[src/rtl/lufp_pkg.sv]
// Shared types and constants for the LU factorization block.
// Used by the channel interfaces, controller, datapath, arithmetic unit and top level.
package lufp_pkg;

  localparam int MAX_DIM_DEF    = 8;
  localparam int VALUE_BITS_DEF = 32;
  localparam int FRAC_BITS      = 16;
  localparam int CMD_W          = 2;
  localparam int ROW_W          = 3;
  localparam int COL_W          = 3;
  localparam int LOAD_W         = 32;
  localparam int ENTRY_W        = 32;
  localparam int PIVOT_W        = 4;
  localparam int SIZE_W         = 4;
  localparam logic [SIZE_W-1:0] SIZE_RESET = 4'd8;

  typedef enum logic [CMD_W-1:0] {
    CMD_LOAD     = 2'd0,
    CMD_FACT     = 2'd1,
    CMD_RD_ENTRY = 2'd2,
    CMD_RD_PIVOT = 2'd3
  } cmd_t;

  typedef enum logic [2:0] {
    WS_LOAD,
    WS_RDATA,
    WS_TA,
    WS_ZERO,
    WS_QUOT,
    WS_DIFF,
    WS_PINIT
  } wsrc_t;

  typedef enum logic [4:0] {
    ST_IDLE,
    ST_RDWAIT,
    ST_RESP,
    ST_PINIT,
    ST_COL,
    ST_SRD,
    ST_SCMP,
    ST_SDONE,
    ST_SWRA,
    ST_SWRB,
    ST_SWWA,
    ST_SWWB,
    ST_PVRD,
    ST_PVLD,
    ST_MLRD,
    ST_MLLD,
    ST_DIVGO,
    ST_DIVW,
    ST_UPRB,
    ST_UPRA,
    ST_UPGO,
    ST_UPW
  } state_t;

  typedef struct packed {
    logic  mem_rd;
    logic  mem_wr;
    logic  tgt_piv;
    wsrc_t wsrc;
    logic  lat_a;
    logic  lat_b;
    logic  lat_piv;
    logic  lat_mult;
    logic  mul_go;
    logic  div_go;
    logic  srch_init;
    logic  srch_cmp;
    logic  clr_flags;
    logic  cap_out;
    logic  clr_out;
  } dp_cmd_t;

  typedef struct packed {
    logic arith_done;
    logic piv_zero;
  } dp_stat_t;

endpackage

[src/rtl/lufp_if.sv]
// Valid/ready channel interfaces for command transactions and result transactions.
// Depends on lufp_pkg for field widths.
interface lufp_in_if;
  logic                             valid;
  logic                             ready;
  logic [lufp_pkg::CMD_W-1:0]       command;
  logic [lufp_pkg::ROW_W-1:0]       row_index;
  logic [lufp_pkg::COL_W-1:0]       col_index;
  logic signed [lufp_pkg::LOAD_W-1:0] load_value;

  modport source (output valid, command, row_index, col_index, load_value, input ready);
  modport sink   (input valid, command, row_index, col_index, load_value, output ready);
endinterface

interface lufp_out_if;
  logic                                valid;
  logic                                ready;
  logic signed [lufp_pkg::ENTRY_W-1:0] entry_value;
  logic [lufp_pkg::PIVOT_W-1:0]        pivot_value;
  logic                                singular;
  logic                                saturated;

  modport source (output valid, entry_value, pivot_value, singular, saturated, input ready);
  modport sink   (input valid, entry_value, pivot_value, singular, saturated, output ready);
endinterface

[src/rtl/lufp_arith.sv]
// Shared serial multiply / divide unit in signed fixed point with saturation.
// Shift-add multiply in VALUE_BITS steps, restoring divide in VALUE_BITS+16 steps.
module lufp_arith #(
  parameter int VALUE_BITS = lufp_pkg::VALUE_BITS_DEF
) (
  input  logic                         clk,
  input  logic                         rst_n,
  input  logic                         mul_go,
  input  logic                         div_go,
  input  logic signed [VALUE_BITS-1:0] opa,
  input  logic signed [VALUE_BITS-1:0] opb,
  output logic signed [VALUE_BITS-1:0] result,
  output logic                         sat,
  output logic                         done
);
  localparam int VB  = VALUE_BITS;
  localparam int FB  = lufp_pkg::FRAC_BITS;
  localparam int SW  = VB + FB;
  localparam int MW  = 2 * VB;
  localparam int CW  = $clog2(SW + 1);
  localparam logic [MW-1:0] MAXM = (MW'(1) << (VB - 1)) - MW'(1);

  logic          busy_r, fin_r, done_r, is_div_r, neg_r, sat_r;
  logic [CW-1:0] cnt_r;
  logic [VB-1:0] opx_r;
  logic [VB:0]   acc_r;
  logic [SW-1:0] sh_r;
  logic signed [VB-1:0] result_r;

  logic [VB-1:0] mag_a, mag_b;
  logic [VB:0]   mul_sum, div_rem, div_diff;
  logic          div_ge;
  logic [MW-1:0] prod, fin_mag;
  logic [VB:0]   sat_out;

  function automatic logic [VB:0] sat_mag(input logic neg, input logic [MW-1:0] mag);
    logic [VB-1:0] lo;
    lo = mag[VB-1:0];
    if (!neg) begin
      if (mag > MAXM) return {1'b1, 1'b0, {(VB-1){1'b1}}};
      return {1'b0, lo};
    end
    if (mag > MAXM + MW'(1)) return {1'b1, 1'b1, {(VB-1){1'b0}}};
    return {1'b0, (~lo) + VB'(1)};
  endfunction

  assign mag_a = opa[VB-1] ? VB'(-opa) : VB'(opa);
  assign mag_b = opb[VB-1] ? VB'(-opb) : VB'(opb);

  assign mul_sum  = acc_r + (sh_r[0] ? {1'b0, opx_r} : '0);
  assign div_rem  = {acc_r[VB-1:0], sh_r[SW-1]};
  assign div_ge   = div_rem >= {1'b0, opx_r};
  assign div_diff = div_rem - {1'b0, opx_r};
  assign prod     = {acc_r[VB-1:0], sh_r[VB-1:0]};
  assign fin_mag  = is_div_r ? MW'(sh_r) : (prod >> FB);
  assign sat_out  = sat_mag(neg_r, fin_mag);

  always_ff @(posedge clk) begin
    if (!rst_n) begin
      busy_r <= 1'b0;
      fin_r  <= 1'b0;
      done_r <= 1'b0;
    end else begin
      done_r <= 1'b0;
      if (mul_go || div_go) begin
        busy_r <= 1'b1;
      end else if (busy_r && cnt_r == CW'(1)) begin
        busy_r <= 1'b0;
        fin_r  <= 1'b1;
      end else if (fin_r) begin
        fin_r  <= 1'b0;
        done_r <= 1'b1;
      end
    end
  end

  always_ff @(posedge clk) begin
    if (mul_go || div_go) begin
      is_div_r <= div_go;
      neg_r    <= opa[VB-1] ^ opb[VB-1];
      acc_r    <= '0;
      if (div_go) begin
        opx_r <= mag_b;
        sh_r  <= {mag_a, FB'(0)};
        cnt_r <= CW'(SW);
      end else begin
        opx_r <= mag_a;
        sh_r  <= SW'(mag_b);
        cnt_r <= CW'(VB);
      end
    end else if (busy_r) begin
      cnt_r <= cnt_r - CW'(1);
      if (is_div_r) begin
        acc_r <= div_ge ? div_diff : div_rem;
        sh_r  <= {sh_r[SW-2:0], div_ge};
      end else begin
        acc_r <= mul_sum >> 1;
        sh_r  <= SW'({mul_sum[0], sh_r[VB-1:1]});
      end
    end
    if (fin_r) begin
      result_r <= sat_out[VB-1:0];
      sat_r    <= sat_out[VB];
    end
  end

  assign result = result_r;
  assign sat    = sat_r;
  assign done   = done_r;
endmodule

[src/rtl/lufp_dp.sv]
// Datapath: matrix and permutation memories, operand registers, pivot search,
// saturating subtract, flags and result registers. Uses lufp_pkg and lufp_arith.
module lufp_dp #(
  parameter int MAX_DIM    = lufp_pkg::MAX_DIM_DEF,
  parameter int VALUE_BITS = lufp_pkg::VALUE_BITS_DEF,
  parameter int AIW        = $clog2(MAX_DIM)
) (
  input  logic                                clk,
  input  logic                                rst_n,
  input  lufp_pkg::dp_cmd_t                   cmd,
  input  logic [AIW-1:0]                      row_a,
  input  logic [AIW-1:0]                      col_a,
  input  logic signed [lufp_pkg::LOAD_W-1:0]  load_value,
  output lufp_pkg::dp_stat_t                  stat,
  output logic [AIW-1:0]                      best_row,
  output logic signed [lufp_pkg::ENTRY_W-1:0] entry_value,
  output logic [lufp_pkg::PIVOT_W-1:0]        pivot_value,
  output logic                                singular,
  output logic                                saturated
);
  localparam int VB    = VALUE_BITS;
  localparam int DEPTH = MAX_DIM * MAX_DIM;
  localparam int AW    = $clog2(DEPTH);
  localparam int PIV_W = $clog2(MAX_DIM + 1);
  localparam logic signed [63:0] VMAX64 = (64'sd1 <<< (VB - 1)) - 64'sd1;
  localparam logic signed [63:0] VMIN64 = -VMAX64 - 64'sd1;

  logic signed [VB-1:0] mat_mem [DEPTH];
  logic [PIV_W-1:0]     piv_mem [MAX_DIM];

  logic signed [VB-1:0] mat_rd_r, ta_r, tb_r, piv_r, mult_r;
  logic [PIV_W-1:0]     piv_rd_r;
  logic                 rd_tgt_r, piv_zero_r, sing_r, satf_r;
  logic [VB-1:0]        best_mag_r;
  logic [AIW-1:0]       best_r;
  logic signed [lufp_pkg::ENTRY_W-1:0] entry_r;
  logic [lufp_pkg::PIVOT_W-1:0]        pivot_r;

  logic [AW-1:0]        mat_addr;
  logic signed [VB-1:0] rdata, mat_wdata, load_clip, diff_sat, arith_res, opa, opb;
  logic [PIV_W-1:0]     piv_wdata;
  logic [VB-1:0]        rd_mag;
  logic signed [VB:0]   dwide;
  logic                 dovf, arith_sat, arith_done;
  logic signed [63:0]   lv64;

  assign mat_addr = AW'(row_a) * AW'(MAX_DIM) + AW'(col_a);
  assign rdata    = rd_tgt_r ? VB'({1'b0, piv_rd_r}) : mat_rd_r;
  assign rd_mag   = rdata[VB-1] ? VB'(-rdata) : VB'(rdata);

  // Narrow the load value to the store width; this clipping raises no flag.
  assign lv64      = 64'(load_value);
  assign load_clip = (lv64 > VMAX64) ? VB'(VMAX64) :
                     (lv64 < VMIN64) ? VB'(VMIN64) : VB'(lv64);

  assign dwide    = {ta_r[VB-1], ta_r} - {arith_res[VB-1], arith_res};
  assign dovf     = dwide[VB] != dwide[VB-1];
  assign diff_sat = dovf ? {dwide[VB], {(VB-1){~dwide[VB]}}} : dwide[VB-1:0];

  assign opa = cmd.div_go ? ta_r  : mult_r;
  assign opb = cmd.div_go ? piv_r : tb_r;

  lufp_arith #(.VALUE_BITS(VALUE_BITS)) u_arith (
    .clk    (clk),
    .rst_n  (rst_n),
    .mul_go (cmd.mul_go),
    .div_go (cmd.div_go),
    .opa    (opa),
    .opb    (opb),
    .result (arith_res),
    .sat    (arith_sat),
    .done   (arith_done)
  );

  always_comb begin
    case (cmd.wsrc)
      lufp_pkg::WS_LOAD:  mat_wdata = load_clip;
      lufp_pkg::WS_RDATA: mat_wdata = rdata;
      lufp_pkg::WS_TA:    mat_wdata = ta_r;
      lufp_pkg::WS_QUOT:  mat_wdata = arith_res;
      lufp_pkg::WS_DIFF:  mat_wdata = diff_sat;
      default:            mat_wdata = '0;
    endcase
    case (cmd.wsrc)
      lufp_pkg::WS_PINIT: piv_wdata = PIV_W'(row_a) + PIV_W'(1);
      lufp_pkg::WS_RDATA: piv_wdata = rdata[PIV_W-1:0];
      lufp_pkg::WS_TA:    piv_wdata = ta_r[PIV_W-1:0];
      default:            piv_wdata = '0;
    endcase
  end

  always_ff @(posedge clk) begin
    if (cmd.mem_wr && !cmd.tgt_piv) mat_mem[mat_addr] <= mat_wdata;
    if (cmd.mem_wr && cmd.tgt_piv)  piv_mem[row_a] <= piv_wdata;
    if (cmd.mem_rd) begin
      mat_rd_r <= mat_mem[mat_addr];
      piv_rd_r <= piv_mem[row_a];
      rd_tgt_r <= cmd.tgt_piv;
    end
  end

  always_ff @(posedge clk) begin
    if (cmd.lat_a)    ta_r   <= rdata;
    if (cmd.lat_b)    tb_r   <= rdata;
    if (cmd.lat_mult) mult_r <= arith_res;
    if (cmd.lat_piv) begin
      piv_r      <= rdata;
      piv_zero_r <= rdata == '0;
    end
    if (cmd.srch_init) begin
      best_mag_r <= '0;
      best_r     <= row_a;
    end else if (cmd.srch_cmp && rd_mag > best_mag_r) begin
      best_mag_r <= rd_mag;
      best_r     <= row_a;
    end
  end

  always_ff @(posedge clk) begin
    if (!rst_n) begin
      sing_r  <= 1'b0;
      satf_r  <= 1'b0;
      entry_r <= '0;
      pivot_r <= '0;
    end else begin
      if (cmd.clr_flags) begin
        sing_r <= 1'b0;
        satf_r <= 1'b0;
      end else begin
        if (cmd.lat_piv && rdata == '0) sing_r <= 1'b1;
        if ((arith_done && arith_sat) ||
            (cmd.mem_wr && cmd.wsrc == lufp_pkg::WS_DIFF && dovf)) satf_r <= 1'b1;
      end
      if (cmd.clr_out) begin
        entry_r <= '0;
        pivot_r <= '0;
      end else if (cmd.cap_out) begin
        if (rd_tgt_r) pivot_r <= lufp_pkg::PIVOT_W'(piv_rd_r);
        else          entry_r <= lufp_pkg::ENTRY_W'(mat_rd_r);
      end
    end
  end

  assign stat.arith_done = arith_done;
  assign stat.piv_zero   = piv_zero_r;
  assign best_row        = best_r;
  assign entry_value     = entry_r;
  assign pivot_value     = pivot_r;
  assign singular        = sing_r;
  assign saturated       = satf_r;
endmodule

[src/rtl/lufp_ctrl.sv]
// Controller: command decode, loop counters and sequencing of the factorization.
// Drives the datapath through lufp_pkg::dp_cmd_t and reads lufp_pkg::dp_stat_t.
module lufp_ctrl #(
  parameter int MAX_DIM = lufp_pkg::MAX_DIM_DEF,
  parameter int AIW     = $clog2(MAX_DIM)
) (
  input  logic                          clk,
  input  logic                          rst_n,
  input  logic                          cfg_we,
  input  logic [lufp_pkg::SIZE_W-1:0]   cfg_wdata,
  input  logic                          in_valid,
  output logic                          in_ready,
  input  logic [lufp_pkg::CMD_W-1:0]    in_command,
  input  logic [lufp_pkg::ROW_W-1:0]    in_row,
  input  logic [lufp_pkg::COL_W-1:0]    in_col,
  output logic                          out_valid,
  input  logic                          out_ready,
  output lufp_pkg::dp_cmd_t             cmd,
  input  lufp_pkg::dp_stat_t            stat,
  input  logic [AIW-1:0]                best_row,
  output logic [AIW-1:0]                row_a,
  output logic [AIW-1:0]                col_a
);
  localparam int DIM_W = $clog2(MAX_DIM + 1);

  lufp_pkg::state_t            state_r, state_nxt;
  logic [DIM_W-1:0]            i_r, i_nxt, j_r, j_nxt, k_r, k_nxt, n_r, n_nxt;
  logic [lufp_pkg::SIZE_W-1:0] size_r;
  logic [DIM_W-1:0]            n_eff;
  logic                        row_ok, col_ok, end_col, swap_piv;

  assign n_eff  = (size_r == '0) ? DIM_W'(1) :
                  (32'(size_r) > MAX_DIM) ? DIM_W'(MAX_DIM) : DIM_W'(size_r);
  assign row_ok = 32'(in_row) < MAX_DIM;
  assign col_ok = 32'(in_col) < MAX_DIM;
  assign swap_piv = j_r == n_r;

  always_ff @(posedge clk) begin
    if (!rst_n) begin
      state_r <= lufp_pkg::ST_IDLE;
      size_r  <= lufp_pkg::SIZE_RESET;
      i_r     <= '0;
      j_r     <= '0;
      k_r     <= '0;
      n_r     <= DIM_W'(1);
    end else begin
      state_r <= state_nxt;
      i_r     <= i_nxt;
      j_r     <= j_nxt;
      k_r     <= k_nxt;
      n_r     <= n_nxt;
      if (cfg_we) size_r <= cfg_wdata;
    end
  end

  always_comb begin
    state_nxt = state_r;
    i_nxt     = i_r;
    j_nxt     = j_r;
    k_nxt     = k_r;
    n_nxt     = n_r;
    cmd       = '0;
    row_a     = '0;
    col_a     = '0;
    in_ready  = 1'b0;
    out_valid = 1'b0;
    end_col   = 1'b0;

    unique case (state_r)
      lufp_pkg::ST_IDLE: begin
        in_ready = 1'b1;
        row_a    = AIW'(in_row);
        col_a    = AIW'(in_col);
        if (in_valid) begin
          cmd.clr_out = 1'b1;
          state_nxt   = lufp_pkg::ST_RESP;
          unique case (lufp_pkg::cmd_t'(in_command))
            lufp_pkg::CMD_LOAD: begin
              cmd.mem_wr = row_ok && col_ok;
              cmd.wsrc   = lufp_pkg::WS_LOAD;
            end
            lufp_pkg::CMD_FACT: begin
              cmd.clr_flags = 1'b1;
              n_nxt         = n_eff;
              k_nxt         = '0;
              state_nxt     = lufp_pkg::ST_PINIT;
            end
            lufp_pkg::CMD_RD_ENTRY: begin
              if (row_ok && col_ok) begin
                cmd.mem_rd = 1'b1;
                state_nxt  = lufp_pkg::ST_RDWAIT;
              end
            end
            lufp_pkg::CMD_RD_PIVOT: begin
              if (row_ok) begin
                cmd.mem_rd  = 1'b1;
                cmd.tgt_piv = 1'b1;
                state_nxt   = lufp_pkg::ST_RDWAIT;
              end
            end
            default: ;
          endcase
        end
      end
      lufp_pkg::ST_RDWAIT: begin
        cmd.cap_out = 1'b1;
        state_nxt   = lufp_pkg::ST_RESP;
      end
      lufp_pkg::ST_RESP: begin
        out_valid = 1'b1;
        if (out_ready) state_nxt = lufp_pkg::ST_IDLE;
      end
      lufp_pkg::ST_PINIT: begin
        row_a       = AIW'(k_r);
        cmd.mem_wr  = 1'b1;
        cmd.tgt_piv = 1'b1;
        cmd.wsrc    = lufp_pkg::WS_PINIT;
        if (k_r + DIM_W'(1) == n_r) begin
          i_nxt     = '0;
          state_nxt = lufp_pkg::ST_COL;
        end else begin
          k_nxt = k_r + DIM_W'(1);
        end
      end
      lufp_pkg::ST_COL: begin
        row_a         = AIW'(i_r);
        cmd.srch_init = 1'b1;
        k_nxt         = i_r;
        state_nxt     = lufp_pkg::ST_SRD;
      end
      lufp_pkg::ST_SRD: begin
        row_a      = AIW'(k_r);
        col_a      = AIW'(i_r);
        cmd.mem_rd = 1'b1;
        state_nxt  = lufp_pkg::ST_SCMP;
      end
      lufp_pkg::ST_SCMP: begin
        row_a        = AIW'(k_r);
        cmd.srch_cmp = 1'b1;
        if (k_r + DIM_W'(1) < n_r) begin
          k_nxt     = k_r + DIM_W'(1);
          state_nxt = lufp_pkg::ST_SRD;
        end else begin
          state_nxt = lufp_pkg::ST_SDONE;
        end
      end
      lufp_pkg::ST_SDONE: begin
        j_nxt     = '0;
        state_nxt = (best_row != AIW'(i_r)) ? lufp_pkg::ST_SWRA : lufp_pkg::ST_PVRD;
      end
      // Swap walks columns 0..n-1, then one more pass for the permutation entry.
      lufp_pkg::ST_SWRA: begin
        row_a       = AIW'(i_r);
        col_a       = AIW'(j_r);
        cmd.mem_rd  = 1'b1;
        cmd.tgt_piv = swap_piv;
        state_nxt   = lufp_pkg::ST_SWRB;
      end
      lufp_pkg::ST_SWRB: begin
        row_a       = best_row;
        col_a       = AIW'(j_r);
        cmd.mem_rd  = 1'b1;
        cmd.tgt_piv = swap_piv;
        cmd.lat_a   = 1'b1;
        state_nxt   = lufp_pkg::ST_SWWA;
      end
      lufp_pkg::ST_SWWA: begin
        row_a       = AIW'(i_r);
        col_a       = AIW'(j_r);
        cmd.mem_wr  = 1'b1;
        cmd.tgt_piv = swap_piv;
        cmd.wsrc    = lufp_pkg::WS_RDATA;
        state_nxt   = lufp_pkg::ST_SWWB;
      end
      lufp_pkg::ST_SWWB: begin
        row_a       = best_row;
        col_a       = AIW'(j_r);
        cmd.mem_wr  = 1'b1;
        cmd.tgt_piv = swap_piv;
        cmd.wsrc    = lufp_pkg::WS_TA;
        if (swap_piv) begin
          state_nxt = lufp_pkg::ST_PVRD;
        end else begin
          j_nxt     = j_r + DIM_W'(1);
          state_nxt = lufp_pkg::ST_SWRA;
        end
      end
      lufp_pkg::ST_PVRD: begin
        row_a      = AIW'(i_r);
        col_a      = AIW'(i_r);
        cmd.mem_rd = 1'b1;
        state_nxt  = lufp_pkg::ST_PVLD;
      end
      lufp_pkg::ST_PVLD: begin
        cmd.lat_piv = 1'b1;
        j_nxt       = i_r + DIM_W'(1);
        if (i_r + DIM_W'(1) < n_r) state_nxt = lufp_pkg::ST_MLRD;
        else                       end_col   = 1'b1;
      end
      lufp_pkg::ST_MLRD: begin
        row_a = AIW'(j_r);
        col_a = AIW'(i_r);
        if (stat.piv_zero) begin
          // Zero pivot: clear the multiplier, leave trailing rows untouched.
          cmd.mem_wr = 1'b1;
          cmd.wsrc   = lufp_pkg::WS_ZERO;
          if (j_r + DIM_W'(1) < n_r) j_nxt   = j_r + DIM_W'(1);
          else                       end_col = 1'b1;
        end else begin
          cmd.mem_rd = 1'b1;
          state_nxt  = lufp_pkg::ST_MLLD;
        end
      end
      lufp_pkg::ST_MLLD: begin
        cmd.lat_a = 1'b1;
        state_nxt = lufp_pkg::ST_DIVGO;
      end
      lufp_pkg::ST_DIVGO: begin
        cmd.div_go = 1'b1;
        state_nxt  = lufp_pkg::ST_DIVW;
      end
      lufp_pkg::ST_DIVW: begin
        row_a = AIW'(j_r);
        col_a = AIW'(i_r);
        if (stat.arith_done) begin
          cmd.mem_wr   = 1'b1;
          cmd.wsrc     = lufp_pkg::WS_QUOT;
          cmd.lat_mult = 1'b1;
          k_nxt        = i_r + DIM_W'(1);
          state_nxt    = lufp_pkg::ST_UPRB;
        end
      end
      lufp_pkg::ST_UPRB: begin
        row_a      = AIW'(i_r);
        col_a      = AIW'(k_r);
        cmd.mem_rd = 1'b1;
        state_nxt  = lufp_pkg::ST_UPRA;
      end
      lufp_pkg::ST_UPRA: begin
        row_a      = AIW'(j_r);
        col_a      = AIW'(k_r);
        cmd.mem_rd = 1'b1;
        cmd.lat_b  = 1'b1;
        state_nxt  = lufp_pkg::ST_UPGO;
      end
      lufp_pkg::ST_UPGO: begin
        cmd.lat_a  = 1'b1;
        cmd.mul_go = 1'b1;
        state_nxt  = lufp_pkg::ST_UPW;
      end
      lufp_pkg::ST_UPW: begin
        row_a = AIW'(j_r);
        col_a = AIW'(k_r);
        if (stat.arith_done) begin
          cmd.mem_wr = 1'b1;
          cmd.wsrc   = lufp_pkg::WS_DIFF;
          if (k_r + DIM_W'(1) < n_r) begin
            k_nxt     = k_r + DIM_W'(1);
            state_nxt = lufp_pkg::ST_UPRB;
          end else if (j_r + DIM_W'(1) < n_r) begin
            j_nxt     = j_r + DIM_W'(1);
            state_nxt = lufp_pkg::ST_MLRD;
          end else begin
            end_col = 1'b1;
          end
        end
      end
      default: state_nxt = lufp_pkg::ST_IDLE;
    endcase

    // Advance to the next column or finish the factorization.
    if (end_col) begin
      if (i_r + DIM_W'(1) < n_r) begin
        i_nxt     = i_r + DIM_W'(1);
        state_nxt = lufp_pkg::ST_COL;
      end else begin
        state_nxt = lufp_pkg::ST_RESP;
      end
    end
  end
endmodule

[src/rtl/lu_factorize_partial_pivot.sv]
// Top level of the LU factorization block with partial pivoting.
// Depends on lufp_pkg, lufp_if, lufp_ctrl, lufp_dp and lufp_arith.
//
//   channel  | dir | contents
//   ---------+-----+-------------------------------------------------------
//   in_ch    | in  | command, row_index, col_index, load_value (valid/ready)
//   out_ch   | out | entry_value, pivot_value, singular, saturated
//   cfg_*    | in  | cfg_we / cfg_wdata: matrix_size, written when high
//
// One transaction at a time: a command is taken only in idle, its result
// is held on out_ch until taken, then the next command is accepted.
// Load goes from idle straight to the response state; a read adds a wait state.
// Factorize is paced by the one serial multiply/divide unit and the
// single memory port.
// Reset (synchronous, rst_n low) clears control and flags; stores are not cleared.
module lu_factorize_partial_pivot #(
  parameter int MAX_DIM    = lufp_pkg::MAX_DIM_DEF,
  parameter int VALUE_BITS = lufp_pkg::VALUE_BITS_DEF
) (
  input  logic                        clk,
  input  logic                        rst_n,
  lufp_in_if.sink                     in_ch,
  lufp_out_if.source                  out_ch,
  input  logic                        cfg_we,
  input  logic [lufp_pkg::SIZE_W-1:0] cfg_wdata
);
  localparam int AIW = $clog2(MAX_DIM);

  lufp_pkg::dp_cmd_t  cmd;
  lufp_pkg::dp_stat_t stat;
  logic [AIW-1:0]     best_row, row_a, col_a;

  lufp_ctrl #(.MAX_DIM(MAX_DIM), .AIW(AIW)) u_ctrl (
    .clk        (clk),
    .rst_n      (rst_n),
    .cfg_we     (cfg_we),
    .cfg_wdata  (cfg_wdata),
    .in_valid   (in_ch.valid),
    .in_ready   (in_ch.ready),
    .in_command (in_ch.command),
    .in_row     (in_ch.row_index),
    .in_col     (in_ch.col_index),
    .out_valid  (out_ch.valid),
    .out_ready  (out_ch.ready),
    .cmd        (cmd),
    .stat       (stat),
    .best_row   (best_row),
    .row_a      (row_a),
    .col_a      (col_a)
  );

  lufp_dp #(.MAX_DIM(MAX_DIM), .VALUE_BITS(VALUE_BITS), .AIW(AIW)) u_dp (
    .clk         (clk),
    .rst_n       (rst_n),
    .cmd         (cmd),
    .row_a       (row_a),
    .col_a       (col_a),
    .load_value  (in_ch.load_value),
    .stat        (stat),
    .best_row    (best_row),
    .entry_value (out_ch.entry_value),
    .pivot_value (out_ch.pivot_value),
    .singular    (out_ch.singular),
    .saturated   (out_ch.saturated)
  );
endmodule

[src/flat_wrapper.sv]
// flat-port wrapper written by rule: the top's interface ports become plain ports
module lu_factorize_partial_pivot_flat 
#(
  parameter int MAX_DIM    = lufp_pkg::MAX_DIM_DEF,
  parameter int VALUE_BITS = lufp_pkg::VALUE_BITS_DEF
)
  (clk, rst_n, cfg_we, cfg_wdata, in_ch_valid, in_ch_command, in_ch_row_index, in_ch_col_index, in_ch_load_value, in_ch_ready, out_ch_valid, out_ch_entry_value, out_ch_pivot_value, out_ch_singular, out_ch_saturated, out_ch_ready);
  lufp_in_if in_ch_i ();
  lufp_out_if out_ch_i ();
  input  logic clk;
  input  logic rst_n;
  input  logic cfg_we;
  input  logic [lufp_pkg::SIZE_W-1:0] cfg_wdata;
  input wire logic [$bits(in_ch_i.valid)-1:0] in_ch_valid;
  input wire logic [$bits(in_ch_i.command)-1:0] in_ch_command;
  input wire logic [$bits(in_ch_i.row_index)-1:0] in_ch_row_index;
  input wire logic [$bits(in_ch_i.col_index)-1:0] in_ch_col_index;
  input wire logic [$bits(in_ch_i.load_value)-1:0] in_ch_load_value;
  output wire logic [$bits(in_ch_i.ready)-1:0] in_ch_ready;
  output wire logic [$bits(out_ch_i.valid)-1:0] out_ch_valid;
  output wire logic [$bits(out_ch_i.entry_value)-1:0] out_ch_entry_value;
  output wire logic [$bits(out_ch_i.pivot_value)-1:0] out_ch_pivot_value;
  output wire logic [$bits(out_ch_i.singular)-1:0] out_ch_singular;
  output wire logic [$bits(out_ch_i.saturated)-1:0] out_ch_saturated;
  input wire logic [$bits(out_ch_i.ready)-1:0] out_ch_ready;
  assign in_ch_i.valid = in_ch_valid;
  assign in_ch_i.command = in_ch_command;
  assign in_ch_i.row_index = in_ch_row_index;
  assign in_ch_i.col_index = in_ch_col_index;
  assign in_ch_i.load_value = in_ch_load_value;
  assign in_ch_ready = in_ch_i.ready;
  assign out_ch_valid = out_ch_i.valid;
  assign out_ch_entry_value = out_ch_i.entry_value;
  assign out_ch_pivot_value = out_ch_i.pivot_value;
  assign out_ch_singular = out_ch_i.singular;
  assign out_ch_saturated = out_ch_i.saturated;
  assign out_ch_i.ready = out_ch_ready;
  lu_factorize_partial_pivot #(.MAX_DIM(MAX_DIM), .VALUE_BITS(VALUE_BITS)) u_core (.clk(clk), .rst_n(rst_n), .in_ch(in_ch_i), .out_ch(out_ch_i), .cfg_we(cfg_we), .cfg_wdata(cfg_wdata));
endmodule
[config.mk]
export PLATFORM = sky130hd
export DESIGN_NAME = lu_factorize_partial_pivot_flat
export DESIGN_NICKNAME = d
export VERILOG_FILES = /design/src/rtl/lufp_pkg.sv /design/src/rtl/lufp_if.sv /design/src/rtl/lufp_arith.sv /design/src/rtl/lufp_dp.sv /design/src/rtl/lufp_ctrl.sv /design/src/rtl/lu_factorize_partial_pivot.sv /design/src/flat_wrapper.sv
export SDC_FILE = /design/constraint.sdc
export NUM_CORES = 2
export LEC_CHECK = 0
export ABC_AREA = 1
export BUFFER_PORTS_ARGS = -buffer_cell sky130_fd_sc_hd__buf_2
export CAP_MARGIN = 20
export CORE_MARGIN = 1.5
export CORE_UTILIZATION = 56
export DETAILED_ROUTE_END_ITERATION = 6
export GPL_ROUTABILITY_DRIVEN = 1
export PLACE_DENSITY = 0.77
export RECOVER_POWER = 25
export SLEW_MARGIN = 40
export SYNTH_ARGS = -nofsm -noshare
export SYNTH_HDL_FRONTEND = slang
export SYNTH_HIERARCHICAL = 1
export SYNTH_SLANG_ARGS = --single-unit
[constraint.sdc]
create_clock -name clk -period 4.2 [get_ports clk]
set_clock_uncertainty 0.05 [all_clocks]
set_input_delay 0.42 -clock clk [delete_from_list [all_inputs] [get_ports clk]]
set_output_delay 0.42 -clock clk [all_outputs]
set_load 0.02 [all_outputs]
==> run metrics <==
Post-Synth Simple-Gate Area=0.163; Synth top area share=0.656; register bit total from synthesis=2501; Routed Antenna Nets=0; DR iter-0 viols=13.1k; post-synth top area cell=edfxtp_1; Area growth syn-to-layout=16.2%; CTS Buf Count=239; largest net degree at the start of global routing=91; Crit path arrival time=4.74 ns; worst reg2reg path depth=19; Final setup viols=1; DRC violations left=11; hold path depth=3; share of cells above drive strength 1=0.134; Worst path max stage delay=0.42 ns; first-pass GRT wire length=530 mm; initial core utilization=0.563; Clock transition at path regs=0.07 ns; Primary FF master, synth=edfxtp_1; Tmin final=4.21 ns; worst min path class=input pin to register; number of I/O port buffers=88; Routability Congestion=1.01; initial antenna violation count=17; Die ar.=0.196 sq mm; Post-synth ARST share=0; max cap viols=2; peak supply drop=0.653 mV; crit end category=register; Synth Area in XOR/XNOR=0.0105; Worst Tran Pin Value=2.21 ns; most frequent cells in the layout=2777 x nand2_1, 2370 x edfxtp_1, 666 x inv_1; overall power=79100 uW; WS Path Type=register to register; routed wire length per instance=29.3 microns; die height=443 microns; via count=80.7k; status=finished, violations left; failing checks=DRC, capacitance limit, slew limit, setup timing; DR vias/cell=6.35; H-tree depth=4; DRT Pass-1 Iters=7; Total Wirelength=372 mm; synthesized area=0.108 sq mm; GRT Overall Usage=0.373; nets=10.2k; CTS Root Buffer Type=clkbuf_16; core area=0.193 sq mm; Slew HR=-0.476; clk sinks=2501; syn_area_per_cell=11.5 sq um; EDFF count, synth=2370; Mapped Nets=9635; Most Frequent Cell on Critical Path=nand2_1; clk buf depth=3; post-synthesis mux area share=0.00641; crit path cell chain=buf_4, nand3_2, nor2_4, inv_1, nand2_1, nand2_1, nand3_1, buf_4, inv_2, nand3_1, inv_8, buf_12, a221oi_2, nand4_1, nand2_1, nand2_1, nor2_4, buf_4, nand2_1; num rows=161; Compound-Gate Fraction of Synth Area=0.0804; Die Width=443 microns; Peak Freq=238 MHz; Seq/Total Area, Yosys=0.680; most common cell after layout, fill and taps aside=nand2_1; post-route setup TNS=-0.00682 ns; gr ovfl total=0; critical path launch point type=register; dpl hpwl=249 mm; Ys Warns=6; num ports=89; P per Cell Area=628 mW/mm^2; Final Cycle Share=1.00; Worst EP required=4.73 ns; synthesized instance count=9434; LEAKAGE=0.0469 uW; RSZ-0062 raised after global routing=yes; Max Slew Vio Count=69; synth top area cells=edfxtp_1 66%, nand2_1 9.8%, dfxtp_1 2.4%; adder-cell share of the synthesized area=0.0177; insertion delay to the later sink of the worst-skew pair=0.92 ns; Synth cell types=67; vias in the first global route=76.9k; Worst path slowest cell=dfxtp_1; fill count=13.8k; worst-path fanout max=26; CTS tree=yes; slack of the critical path=-0.00682 ns; Hold Vio Cnt, Final=0; largest family of logic cells by synthesized area=simple AND/OR/NAND/NOR gates
[cells by family (layout without fill, tap and decap cells)]
group                    Yosys count  after routing
multiplexers                      62             62
XOR/XNOR                         130            130
flip-flops                      2501           2501
AND/OR/NAND/NOR                 4225           4225
adder cells (fa/ha/maj)          152            152
other                              0              7
buffers and inverters           1085           1832
AO/OA/AOI/OAI                   1279           1279
[worst paths after layout]
check,start,slack [ns],to
worst max-delay path,u_core/u_ctrl/state_r[0],-0.007,u_core/u_dp/mat_rd_r[24]
worst max register to register,u_core/u_ctrl/state_r[0],-0.007,u_core/u_dp/mat_rd_r[24]
worst min-delay path,rst_n,0.08,u_core/u_ctrl/j_r[1]
worst min register to register,u_core/u_dp/u_arith/result[20],0.40,u_core/u_dp/mult_r[20]
[worst max-delay path, delay by kind of cell (launching register included)]
family	cells	cell delay, ns
flops	1	0.42
buf+inv	7	1.13
compound gates	1	0.31
simple gates	11	1.93
[per-stage QoR]
stage / std cells / cell area (sq um) / hold WS (ns) / setup slack (ns) / util
2_1_floorplan: 9434 / 108000 / 0.376 / -0.0847 / -
3_3_place_gp: 12228 / 117000 / 0.383 / -0.410 / 0.610
3_5_place_dp: 12229 / 117000 / 0.382 / -0.461 / 0.610
4_1_cts: 12700 / 126000 / 0.0120 / -0.0512 / 0.654
5_1_grt: 12711 / 126000 / 0.0529 / -0.0267 / 0.655
6_report: 12714 / 126000 / 0.0756 / -0.00682 / 0.655
[flip-flops by register name (all words and copies together), names as in the netlist, 3 cells and up]
register                    flops
u_core/u_dp/mat_mem          2048
u_core/u_dp/u_arith/sh_r       48
u_core/u_dp/u_arith/acc_r      33
u_core/u_dp/best_mag_r         32
u_core/u_dp/entry_value        32
u_core/u_dp/mat_rd_r           32
u_core/u_dp/mult_r             32
u_core/u_dp/piv_mem            32
u_core/u_dp/piv_r              32
u_core/u_dp/ta_r               32
u_core/u_dp/tb_r               32
u_core/u_dp/u_arith/opx_r      32
u_core/u_dp/u_arith/result     32
u_core/u_dp/u_arith/cnt_r       6
u_core/u_ctrl/state_r           5
u_core/u_ctrl/i_r               4
u_core/u_ctrl/j_r               4
u_core/u_ctrl/k_r               4
u_core/u_ctrl/n_r               4
u_core/u_ctrl/size_r            4
u_core/u_dp/piv_rd_r            4
u_core/u_dp/pivot_value         4
u_core/u_dp/best_row            3
[cell usage after synthesis (12+ instances only)]
cell       count
a211oi_1      19
a21boi_0      13
a21oi_1      235
a221oi_1     189
a221oi_2      32
a22o_1        41
a22oi_1      283
a31oi_1       14
and3_1        18
buf_1         47
buf_2        142
buf_6         26
clkbuf_1     153
clkinv_1      12
dfxtp_1      131
edfxtp_1    2370
ha_1         149
inv_1        671
inv_2         23
mux2_2        60
nand2_1     2818
nand2_2       28
nand3_1      311
nand3b_1      18
nand4_1      286
nor2_1       601
nor2_2        14
nor2_4        12
nor3_1        43
nor3_2        16
o2111ai_1     15
o211ai_1      17
o21ai_0      269
o21ai_1       52
o21bai_1      19
o22ai_1       38
o31ai_1       12
or2_2         15
xnor2_1       42
xor2_1        88
[layout make-up]
cell class                      instances  area (sq um)  share of cell area
Tap cell                             2526          3160              0.0251
Antenna cell                            7          17.5            0.000139
Multi-Input combinational cell       5848         31000               0.246
Inverter                              709          2730              0.0216
Sequential cell                      2501         73800               0.585
Clock buffer                          290          6260              0.0497
Timing Repair Buffer                  668          7110              0.0564
Clock inverter                        165          1990              0.0158
[per-layer routing]
layer / track usage / vias to the layer above / wire length (microns)
met3: 0.0942 / 1021 / 51900
met4: 0.219 / 8 / 25400
met2: 0.561 / 6332 / 164000
li1: - / 34566 / -
met1: 0.494 / 38814 / 130000
met5: 0 / - / 77
[report_power, final]
group | switching [uW] | internal (uW)
combinational | 18300 | 7980
clock | 9710 | 12700
sequential | 905 | 29600
total | 28900 | 50300
[what timing repair did]
action | in CTS | in global routing
hold endpoints to repair | 6 | 0
pin swaps | 0 | 5
setup buffers | 2 | 7
gates cloned | 1 | 0
hold buffers | 13 | 0
resized for setup | 23 | 38
endpoints found under the setup margin | 16 | 125
Power figures use the tool's default switching activity.
